<file path="config.mk">
export PLATFORM = sky130hd
export DESIGN_NAME = cubic_varispeed_resampler
export DESIGN_NICKNAME = d
export VERILOG_FILES = /design/src/rtl/cvr_pkg.sv /design/src/rtl/cvr_dp.sv /design/src/rtl/cvr_ctrl.sv /design/src/rtl/cubic_varispeed_resampler.sv
export SDC_FILE = /design/constraint.sdc
export NUM_CORES = 2
export LEC_CHECK = 0
export ABC_AREA = 1
export BUFFER_PORTS_ARGS = -buffer_cell sky130_fd_sc_hd__buf_4
export CAP_MARGIN = 5
export CORE_UTILIZATION = 50
export CTS_CLUSTER_DIAMETER = 80
export DETAILED_ROUTE_END_ITERATION = 10
export PLACE_DENSITY = 0.65
export SLEW_MARGIN = 30
export SYNTH_ARGS = -nofsm -noshare
export SYNTH_HDL_FRONTEND = slang
export SYNTH_SLANG_ARGS = --single-unit
export TNS_END_PERCENT = 20
</file>
<file path="constraint.sdc">
create_clock -name clk -period 14.3 [get_ports clk]
set_input_delay 0 -clock clk [delete_from_list [all_inputs] [get_ports clk]]
set_output_delay 0 -clock clk [all_outputs]
set_load 0.01 [all_outputs]
</file>
<file path="src/rtl/cvr_pkg.sv">
// ----------------------------------------------------------------------------
// cvr_pkg
// Widths, command codes and shared types of the cubic varispeed resampler.
// ----------------------------------------------------------------------------
package cvr_pkg;

	localparam int SAMPLE_BITS = 24;
	localparam int FRAC_BITS   = 16;
	localparam int SPEED_BITS  = 20;
	localparam int MAX_OUT     = 64;

	localparam int TDATA_W    = ((SAMPLE_BITS + 7) / 8) * 8;
	localparam int PHASE_BITS = SPEED_BITS + 1;
	localparam int CNT_BITS   = $clog2(MAX_OUT);

	// coefficient and accumulator widths
	localparam int A_W    = SAMPLE_BITS + 3;
	localparam int B_W    = SAMPLE_BITS + 4;
	localparam int C_W    = SAMPLE_BITS + 1;
	localparam int ACC_W  = SAMPLE_BITS + FRAC_BITS + 5;
	localparam int HS_W   = ACC_W - FRAC_BITS;
	localparam int SAT_W  = ACC_W - FRAC_BITS;

	localparam logic [SPEED_BITS-1:0] SPEED_RESET = SPEED_BITS'(64'd1 << FRAC_BITS);
	localparam logic [SPEED_BITS-1:0] SPEED_MIN   =
		SPEED_BITS'((64'd1 << FRAC_BITS) / MAX_OUT);
	localparam logic [PHASE_BITS-1:0] PHASE_ONE   = PHASE_BITS'(64'd1 << FRAC_BITS);

	localparam logic signed [SAT_W-1:0] SAT_MAX =
		SAT_W'((64'sd1 <<< (SAMPLE_BITS - 1)) - 64'sd1);
	localparam logic signed [SAT_W-1:0] SAT_MIN =
		SAT_W'(-(64'sd1 <<< (SAMPLE_BITS - 1)));

	// datapath arithmetic ops
	localparam logic [2:0] DP_NOP  = 3'd0;
	localparam logic [2:0] DP_COEF = 3'd1;
	localparam logic [2:0] DP_U    = 3'd2;
	localparam logic [2:0] DP_HI   = 3'd3;
	localparam logic [2:0] DP_V    = 3'd4;
	localparam logic [2:0] DP_W    = 3'd5;
	localparam logic [2:0] DP_OUT  = 3'd6;

	// history updates
	localparam logic [2:0] HIST_NONE  = 3'd0;
	localparam logic [2:0] HIST_P0    = 3'd1;
	localparam logic [2:0] HIST_P1    = 3'd2;
	localparam logic [2:0] HIST_P2    = 3'd3;
	localparam logic [2:0] HIST_SHIFT = 3'd4;

	// phase updates
	localparam logic [2:0] PH_HOLD = 3'd0;
	localparam logic [2:0] PH_CLR  = 3'd1;
	localparam logic [2:0] PH_WRAP = 3'd2;
	localparam logic [2:0] PH_STEP = 3'd3;
	localparam logic [2:0] PH_END  = 3'd4;

	typedef struct packed {
		logic [2:0] dp_op;
		logic [2:0] hist_op;
		logic [2:0] ph_op;
		logic       last;
	} cvr_cmd_t;

	typedef struct packed {
		logic phase_ge_one;
		logic step_ge_one;
	} cvr_stat_t;

	function automatic logic signed [SAMPLE_BITS-1:0] sat_sample(
		input logic signed [SAT_W-1:0] v);
		logic signed [SAMPLE_BITS-1:0] r;
		if (v > SAT_MAX) begin
			r = SAT_MAX[SAMPLE_BITS-1:0];
		end else if (v < SAT_MIN) begin
			r = SAT_MIN[SAMPLE_BITS-1:0];
		end else begin
			r = v[SAMPLE_BITS-1:0];
		end
		return r;
	endfunction

endpackage

</file>
<file path="src/rtl/cvr_dp.sv">
// ----------------------------------------------------------------------------
// cvr_dp
// Datapath: speed register, sample history, phase, Hermite coefficients and
// the shared multiply/accumulate steps of the Horner evaluation.
// ----------------------------------------------------------------------------
module cvr_dp (
	input  logic                                 clk,
	input  logic                                 arst_n,
	input  logic                                 cfg_wr,
	input  logic [cvr_pkg::SPEED_BITS-1:0]       cfg_data,
	input  logic signed [cvr_pkg::SAMPLE_BITS-1:0] in_sample,
	input  cvr_pkg::cvr_cmd_t                    cmd,
	output cvr_pkg::cvr_stat_t                   stat,
	output logic signed [cvr_pkg::SAMPLE_BITS-1:0] out_sample,
	output logic                                 out_last
);
	import cvr_pkg::*;

	localparam int MA_W = A_W + FRAC_BITS + 1;
	localparam int MH_W = HS_W + FRAC_BITS + 1;

	logic [SPEED_BITS-1:0]        speed_q;
	logic [PHASE_BITS-1:0]        phase_q;
	logic signed [SAMPLE_BITS-1:0] hist_q [4];
	logic signed [A_W-1:0]        a_q;
	logic signed [B_W-1:0]        b_q;
	logic signed [C_W-1:0]        c_q;
	logic signed [ACC_W-1:0]      acc_q;
	logic signed [ACC_W-1:0]      hi_q;
	logic signed [SAMPLE_BITS-1:0] out_q;
	logic                         last_q;

	logic [SPEED_BITS-1:0]        spd_eff;
	logic [PHASE_BITS-1:0]        step;
	logic [FRAC_BITS-1:0]         t;
	logic signed [FRAC_BITS:0]    ts;
	logic signed [B_W-1:0]        z0e, z1e, z2e, z3e, d12;
	logic signed [B_W-1:0]        a_n, b_n;
	logic signed [C_W-1:0]        c_n;
	logic signed [MA_W-1:0]       mul_a;
	logic signed [MH_W-1:0]       mul_h;
	logic [2*FRAC_BITS-1:0]       mul_l;
	logic signed [ACC_W-1:0]      lo_e;
	logic signed [ACC_W-1:0]      u_n, v_n, w_n;
	logic signed [ACC_W:0]        y_sum;
	logic signed [SAT_W-1:0]      y_res;
	logic signed [SAT_W-1:0]      vp;

	assign spd_eff = (speed_q < SPEED_MIN) ? SPEED_MIN : speed_q;
	assign step    = phase_q + PHASE_BITS'(spd_eff);
	assign t       = phase_q[FRAC_BITS-1:0];
	assign ts      = $signed({1'b0, t});

	assign stat.phase_ge_one = (phase_q >= PHASE_ONE);
	assign stat.step_ge_one  = (step >= PHASE_ONE);

	// coefficients
	assign z0e = B_W'(hist_q[0]);
	assign z1e = B_W'(hist_q[1]);
	assign z2e = B_W'(hist_q[2]);
	assign z3e = B_W'(hist_q[3]);
	assign d12 = z1e - z2e;
	assign a_n = d12 + (d12 <<< 1) - z0e + z3e;
	assign b_n = (z2e <<< 2) + (z0e <<< 1) - ((z1e <<< 2) + z1e) - z3e;
	assign c_n = C_W'(hist_q[2]) - C_W'(hist_q[0]);

	// one multiplier per step
	assign mul_a = MA_W'(a_q) * MA_W'(ts);
	assign mul_h = MH_W'($signed(acc_q[ACC_W-1:FRAC_BITS])) * MH_W'(ts);
	assign mul_l = (2*FRAC_BITS)'(acc_q[FRAC_BITS-1:0]) * (2*FRAC_BITS)'(t);
	assign lo_e  = $signed({{(ACC_W-FRAC_BITS){1'b0}}, mul_l[2*FRAC_BITS-1:FRAC_BITS]});

	assign u_n = (ACC_W'(b_q) <<< FRAC_BITS) + ACC_W'(mul_a);
	assign v_n = (ACC_W'(c_q) <<< FRAC_BITS) + hi_q + lo_e;
	assign w_n = hi_q + lo_e;

	// round half up around z1
	assign y_sum = ((ACC_W+1)'(hist_q[1]) <<< (FRAC_BITS + 1)) + (ACC_W+1)'(acc_q)
		+ (ACC_W+1)'(64'sd1 <<< FRAC_BITS);
	assign y_res = $signed(y_sum[ACC_W:FRAC_BITS+1]);

	assign vp = (SAT_W'(hist_q[1]) <<< 1) - SAT_W'(in_sample);

	always_ff @(posedge clk or negedge arst_n) begin
		if (!arst_n) begin
			speed_q <= SPEED_RESET;
			phase_q <= '0;
		end else begin
			if (cfg_wr) begin
				speed_q <= cfg_data;
			end
			case (cmd.ph_op)
				PH_CLR:  phase_q <= '0;
				PH_WRAP: phase_q <= phase_q - PHASE_ONE;
				PH_STEP: phase_q <= step;
				PH_END:  phase_q <= stat.step_ge_one ? (step - PHASE_ONE) : '0;
				default: phase_q <= phase_q;
			endcase
		end
	end

	always_ff @(posedge clk) begin
		case (cmd.hist_op)
			HIST_P0: hist_q[1] <= in_sample;
			HIST_P1: begin
				hist_q[0] <= sat_sample(vp);
				hist_q[2] <= in_sample;
			end
			HIST_P2: hist_q[3] <= in_sample;
			HIST_SHIFT: begin
				hist_q[0] <= hist_q[1];
				hist_q[1] <= hist_q[2];
				hist_q[2] <= hist_q[3];
				hist_q[3] <= in_sample;
			end
			default: ;
		endcase

		case (cmd.dp_op)
			DP_COEF: begin
				a_q <= A_W'(a_n);
				b_q <= b_n;
				c_q <= c_n;
			end
			DP_U:  acc_q <= u_n;
			DP_HI: hi_q  <= ACC_W'(mul_h);
			DP_V:  acc_q <= v_n;
			DP_W:  acc_q <= w_n;
			DP_OUT: begin
				out_q  <= sat_sample(y_res);
				last_q <= cmd.last;
			end
			default: ;
		endcase
	end

	assign out_sample = out_q;
	assign out_last   = last_q;

endmodule

</file>
<file path="src/rtl/cvr_ctrl.sv">
// ----------------------------------------------------------------------------
// cvr_ctrl
// Controller: priming count, output count, step sequence and the output
// register's valid flag.
// ----------------------------------------------------------------------------
module cvr_ctrl (
	input  logic                clk,
	input  logic                arst_n,
	input  logic                s_tvalid,
	input  logic                s_tuser,
	output logic                s_tready,
	input  logic                m_tready,
	output logic                m_tvalid,
	output cvr_pkg::cvr_cmd_t   cmd,
	input  cvr_pkg::cvr_stat_t  stat
);
	import cvr_pkg::*;

	localparam logic [2:0] ST_IDLE = 3'd0;
	localparam logic [2:0] ST_COEF = 3'd1;
	localparam logic [2:0] ST_U    = 3'd2;
	localparam logic [2:0] ST_HV   = 3'd3;
	localparam logic [2:0] ST_LV   = 3'd4;
	localparam logic [2:0] ST_HW   = 3'd5;
	localparam logic [2:0] ST_LW   = 3'd6;
	localparam logic [2:0] ST_OUT  = 3'd7;

	localparam logic [1:0] PRIME_NONE = 2'd0;
	localparam logic [1:0] PRIME_ONE  = 2'd1;
	localparam logic [1:0] PRIME_TWO  = 2'd2;
	localparam logic [1:0] PRIME_FULL = 2'd3;

	localparam logic [CNT_BITS-1:0] CNT_LAST = CNT_BITS'(MAX_OUT - 1);

	logic [2:0]          state_q, state_n;
	logic [1:0]          primed_q, primed_n, primed_eff;
	logic [CNT_BITS-1:0] cnt_q, cnt_n;
	logic                out_valid_q;
	logic                accept;
	logic                out_free;
	logic                last;

	assign s_tready   = (state_q == ST_IDLE);
	assign accept     = s_tvalid && s_tready;
	assign primed_eff = s_tuser ? PRIME_NONE : primed_q;
	assign out_free   = !out_valid_q || m_tready;
	assign last       = stat.step_ge_one || (cnt_q == CNT_LAST);
	assign m_tvalid   = out_valid_q;

	always_comb begin
		state_n     = state_q;
		primed_n    = primed_q;
		cnt_n       = cnt_q;
		cmd.dp_op   = DP_NOP;
		cmd.hist_op = HIST_NONE;
		cmd.ph_op   = PH_HOLD;
		cmd.last    = 1'b0;
		case (state_q)
			ST_IDLE: begin
				if (accept) begin
					if (s_tuser) begin
						cmd.ph_op = PH_CLR;
					end
					case (primed_eff)
						PRIME_NONE: begin
							cmd.hist_op = HIST_P0;
							primed_n    = PRIME_ONE;
						end
						PRIME_ONE: begin
							cmd.hist_op = HIST_P1;
							primed_n    = PRIME_TWO;
						end
						PRIME_TWO: begin
							cmd.hist_op = HIST_P2;
							primed_n    = PRIME_FULL;
							state_n     = ST_COEF;
						end
						default: begin
							cmd.hist_op = HIST_SHIFT;
							primed_n    = PRIME_FULL;
							state_n     = ST_COEF;
						end
					endcase
				end
			end
			ST_COEF: begin
				cmd.dp_op = DP_COEF;
				if (stat.phase_ge_one) begin
					cmd.ph_op = PH_WRAP;
					state_n   = ST_IDLE;
				end else begin
					cnt_n   = '0;
					state_n = ST_U;
				end
			end
			ST_U: begin
				cmd.dp_op = DP_U;
				state_n   = ST_HV;
			end
			ST_HV: begin
				cmd.dp_op = DP_HI;
				state_n   = ST_LV;
			end
			ST_LV: begin
				cmd.dp_op = DP_V;
				state_n   = ST_HW;
			end
			ST_HW: begin
				cmd.dp_op = DP_HI;
				state_n   = ST_LW;
			end
			ST_LW: begin
				cmd.dp_op = DP_W;
				state_n   = ST_OUT;
			end
			ST_OUT: begin
				if (out_free) begin
					cmd.dp_op = DP_OUT;
					cmd.last  = last;
					cmd.ph_op = last ? PH_END : PH_STEP;
					cnt_n     = cnt_q + 1'b1;
					state_n   = last ? ST_IDLE : ST_U;
				end
			end
			default: state_n = ST_IDLE;
		endcase
	end

	always_ff @(posedge clk or negedge arst_n) begin
		if (!arst_n) begin
			state_q     <= ST_IDLE;
			primed_q    <= PRIME_NONE;
			cnt_q       <= '0;
			out_valid_q <= 1'b0;
		end else begin
			state_q  <= state_n;
			primed_q <= primed_n;
			cnt_q    <= cnt_n;
			if (cmd.dp_op == DP_OUT) begin
				out_valid_q <= 1'b1;
			end else if (m_tready) begin
				out_valid_q <= 1'b0;
			end
		end
	end

endmodule

</file>
<file path="src/rtl/cubic_varispeed_resampler.sv">
// Sequence: a priming input, or one arriving with the phase at or past one, is done
//   after the accept or coefficient step and gives no result. Otherwise the accept
//   and coefficient steps lead to six steps per result (n <= 64): U, HV, LV, HW, LW, OUT.
//   OUT waits while the output is stalled; no new input is taken before the run ends.
// Reset: arst_n clears the controller, priming, phase and the output valid
//   flag at once; speed returns to 1.0 (Q4.16 0x10000).
// ----------------------------------------------------------------------------
// cubic_varispeed_resampler
// Four-point cubic Hermite resampler with a programmable playback speed.
// ----------------------------------------------------------------------------
module cubic_varispeed_resampler (
	input  logic                               clk,
	input  logic                               arst_n,
	// speed register write channel, Q4.16
	input  logic                               cfg_valid,
	output logic                               cfg_ready,
	input  logic [cvr_pkg::SPEED_BITS-1:0]     cfg_data,
	// input samples
	input  logic                               s_tvalid,
	output logic                               s_tready,
	input  logic [cvr_pkg::TDATA_W-1:0]        s_tdata,   // [23:0] in_sample
	input  logic                               s_tuser,   // [0] restart
	// resampled output
	output logic                               m_tvalid,
	input  logic                               m_tready,
	output logic [cvr_pkg::TDATA_W-1:0]        m_tdata,   // [23:0] out_sample
	output logic                               m_tlast    // last_of_run
);
	import cvr_pkg::*;

	cvr_cmd_t                      cmd;
	cvr_stat_t                     stat;
	logic signed [SAMPLE_BITS-1:0] in_sample;
	logic signed [SAMPLE_BITS-1:0] out_sample;

	// speed writes are taken any cycle; software must only write while idle, the block does not enforce it
	assign cfg_ready = 1'b1;
	assign in_sample = $signed(s_tdata[SAMPLE_BITS-1:0]);
	assign m_tdata   = TDATA_W'($unsigned(out_sample));

	// Controller: priming, per-input output count, six-step Horner sequence.
	cvr_ctrl u_ctrl (
		.clk      (clk),
		.arst_n   (arst_n),
		.s_tvalid (s_tvalid),
		.s_tuser  (s_tuser),
		.s_tready (s_tready),
		.m_tready (m_tready),
		.m_tvalid (m_tvalid),
		.cmd      (cmd),
		.stat     (stat)
	);

	// Datapath: history window, phase accumulator, coefficients, MAC steps,
	// and the output register that lets the next result build while this
	// one waits.
	cvr_dp u_dp (
		.clk        (clk),
		.arst_n     (arst_n),
		.cfg_wr     (cfg_valid & cfg_ready),
		.cfg_data   (cfg_data),
		.in_sample  (in_sample),
		.cmd        (cmd),
		.stat       (stat),
		.out_sample (out_sample),
		.out_last   (m_tlast)
	);

endmodule

</file>
==> metrics.md <==
| Metric | Value |
|---|---|
| CP peak stage delay | slightly above 900 ps |
| Final Hold Vio Count | 0 |
| Critical-path maximum fanout | 39 |
| Largest area contributor in the netlist | fa_1 |
| Post-Layout Cell Count | 11455 |
| Syn Inst Count | around 9500 |
| Total global routing overflow | 0 |
| Die ar. | ~150000 um2 |
| Via count | 61708 |
| Slew headroom | between 20 and 30% |
| Synth Flop Type | edfxtp_1 |
| Met3 Resource Use GR | under 10% |
| Yosys reg bits | 344 |
| Worst-path clk slew | roughly 70 ps |
| Largest net degree at the start of global routing | 110 |
| IO Count | 78 |
| Min Tclk post-route | between 9000 and 10000 ps |
| Num Clock Sinks | approximately 340 |
| Area Overhead vs Synth | 6.83% |
| Root buf cell | clkbuf_16 |
| Top post-synthesis cells by count | inv_1 (2448), nand2_1 (2211), fa_1 (1181) |
| CP Capture Point | u_dp.acc_q[20] |
| CP dominant cell by count | inv_1 |
| Die Y | 386 um |
| Layout cells sized above 1 | 3.50% |
| First-pass GRT wire length | approximately 360000 um |
| Initial core utilization | roughly half |
| Worst-Skew Late Latency | between 600 and 700 ps |
| Fin worst setup slack | ~5000 ps |
| Most common cell in the netlist | inv_1 |
| Final Skew | roughly 76 ps |
| Wire length per cell | between 20 and 25 um |
| Filler cells | around 14000 |
| Avg Synthesized Cell Area | between 7 and 8 um2 |
| Number of synthesized flops with an enable pin | approximately 290 |
| Setup bufs post-CTS | 0 |
| Worst hold path class | in2reg |
| Drt first pass iters | 6 |
| Synth Cell Area | ~74000 um2 |
| Clock buffer depth | 3 |
| Final nets | about 11000 |
| Total Neg Setup Slack | 0 ps |
| Site Rows | 140 |
| Setup violations, final | 0 |
| Sequential standard cell area | approximately 10000 um2 |
| Async SR Flop Fraction | 15.4% |
| Final Max Tran Viols | 0 |
| CP startpoint | u_dp.phase_q[5] |
| Mapped Nets | ~11000 |
| Measured slew at the worst slew-check pin | about 1100 ps |
| Critical setup path kind | reg2reg |
| Largest cells by area after synthesis | fa_1 (32%), inv_1 (12%), edfxtp_1 (12%), nand2_1 (11%), ha_1 (10%) |
| Met2 usage | a little over half |
| Run status | finished, final reports clean |
| R2R setup slack | 4860 ps |
| Total of max-cap violations | 0 |
| Share of the synthesized area in the top cell type | ~32% |
| CTS tree | yes |
| Vias per cell | between 5 and 6 |
| Worst path arrival time | roughly 9800 ps |
| Fin crit share | between 60 and 70% |
| Critical path startpoint category | register |
| M1 GR Usage | a little over two fifths |
| Drt total wl | 231000 um |
| Core area | between 100000 and 150000 um2 |
| Dpl hpwl | a little under 200000 um |
| Routed Antenna Nets | 0 |
| R2r startpoint | u_dp.phase_q[5] |
| Sequential area share after synthesis | between 10% and 20% |
| Worst R2R End | u_dp.acc_q[20] |
| Worst path required time | ~15000 ps |
| GRT Total Usage | between 30% and 40% |
| Number of CTS-inserted buffers | between 40 and 50 |
| Hold Worst Slack | 108 ps |
| RSZ-0062 raised after global routing | no |
| Netlist cell types | 58 |
| Drt drc | 0 |
| GRT Max-Usage Layer | met2 |
| GPL Wtd Cong | ~1 |
| Multi-input logic area | between 50000 and 60000 um2 |
| Die X-Extent | roughly 390 um |
| CTS H-Tree Depth | 2 |
| Port Buffers | 76 |
| Antenna violations before repair | 2 |
| Pre-CTS setup slack | between 5000 and 6000 ps |
| Vias in the first global route | about 63000 |
| Worst r2r path cells | 35 |
| Slowest CP cell | dfrtp_2 |
| Iteration-0 DRC Markers | slightly below 5000 |
| Crit end category | register |
| Fmax | between 100 and 150 MHz |
| Inst Count DP | about 11000 |
| Syn. warnings | 0 |
placed cells by master (no fill, tap or decap), drive strengths merged, types with 9 or more instances in the layout:
cell type    Yosys  final
inv           2450   2460
xnor2          122    122
mux2             9      9
fa            1181   1181
o21bai          36     36
buf             27    155
nand2         2219   2219
and3            12     12
xor2           176    176
nand3          283    283
a21o            34     34
nand3b          18     18
o21ai          361    361
dfrtp           52     52
nor4            30     30
a21oi          478    478
o211ai          26     26
clkbuf         297     54
a21boi          23     23
nor3            75     75
a211oi          10     10
or2             27     27
nand4           81     81
edfxtp         291    291
ha             609    609
dlygate4sd3      0     81
o21a            21     21
nor2           485    485
a31oi           64     64
clkinv           0     16
sequential cells by signal, indices dropped and copies added (netlist names), 2 cells and up:
signal / flops
u_dp.hist_q: 96
u_dp.acc_q: 45
u_dp.hi_q: 45
u_dp.out_sample: 24
u_ctrl.cnt_q: 6
u_dp.c_q: 25
u_dp.speed_q: 20
u_ctrl.primed_q: 2
u_dp.a_q: 27
u_ctrl.state_q: 3
u_dp.phase_q: 21
u_dp.b_q: 28
cell type report:
class	instances	area share, %
multi-input combinational	6416	67.6
sequential	344	12.8
inverter	2450	11.7
tap	1917	3.05
timing repair buffer	236	2.61
clock buffer	54	1.58
clock inverter	36	0.666
antenna	2	0.00636
cells by family after synthesis:
| logic type | Yosys count | share of synthesized area [%] |
|---|---|---|
| AO/OA/AOI/OAI | 1080 | 8.16 |
| buffers and inverters | 2774 | 14.2 |
| flip-flops | 344 | 13.7 |
| AND/OR/NAND/NOR | 3237 | 17.8 |
| other | 1 | 0.00509 |
| XOR/XNOR | 298 | 3.54 |
| adder cells (fa/ha/maj) | 1790 | 42.4 |
| multiplexers | 10 | 0.151 |
worst min path at each step:
stage / from / end / slack (ps) / cells past startpoint
2_1_floorplan: arst_n / u_ctrl.cnt_q[0] / -300 / 0
3_3_place_gp: arst_n / u_dp.speed_q[13] / 100 / 1
3_5_place_dp: arst_n / u_dp.speed_q[12] / 120 / 1
4_1_cts: m_tready / u_ctrl.m_tvalid / 70 / 3
5_1_grt: m_tready / u_ctrl.m_tvalid / 110 / 3
6_report: m_tready / u_ctrl.m_tvalid / 110 / 3
layer usage:
layer,vias up,share of wire (%),wire [um]
met5,-,0.0052,12
met4,2,3.5,8190
met3,378,6.8,15700
met2,2201,48,110000
met1,30416,42,96900
li1,28711,-,-
critical path, delay by kind of cell (launching register included):
family / cells / cell delay, ps
adders and majority gates: 9 / 3930
AOI/OAI and AO/OA: 6 / 1430
buffers and inverters: 9 / 1400
DFF: 1 / 930
and+or+nand+nor: 10 / 1130
xor gates and xnor gates: 1 / 240
metrics by stage:
| step | area (um2) | utilization, % |
|---|---|---|
| global route | 78700 | 53.9 |
| global placement | 75900 | 52.0 |
| finish | 78700 | 53.9 |
| detailed placement | 76000 | 52.1 |
| CTS | 78600 | 53.9 |
| floorplan | 73700 | - |
timing repair:
item	in CTS	in global routing
endpoints found under the hold margin	172	0
hold buffers	82	0
resized for setup	0	0
Power is left out: the tool's default activity adds up to more than one toggle a clock period on the data nets, which glitch-free logic cannot reach.
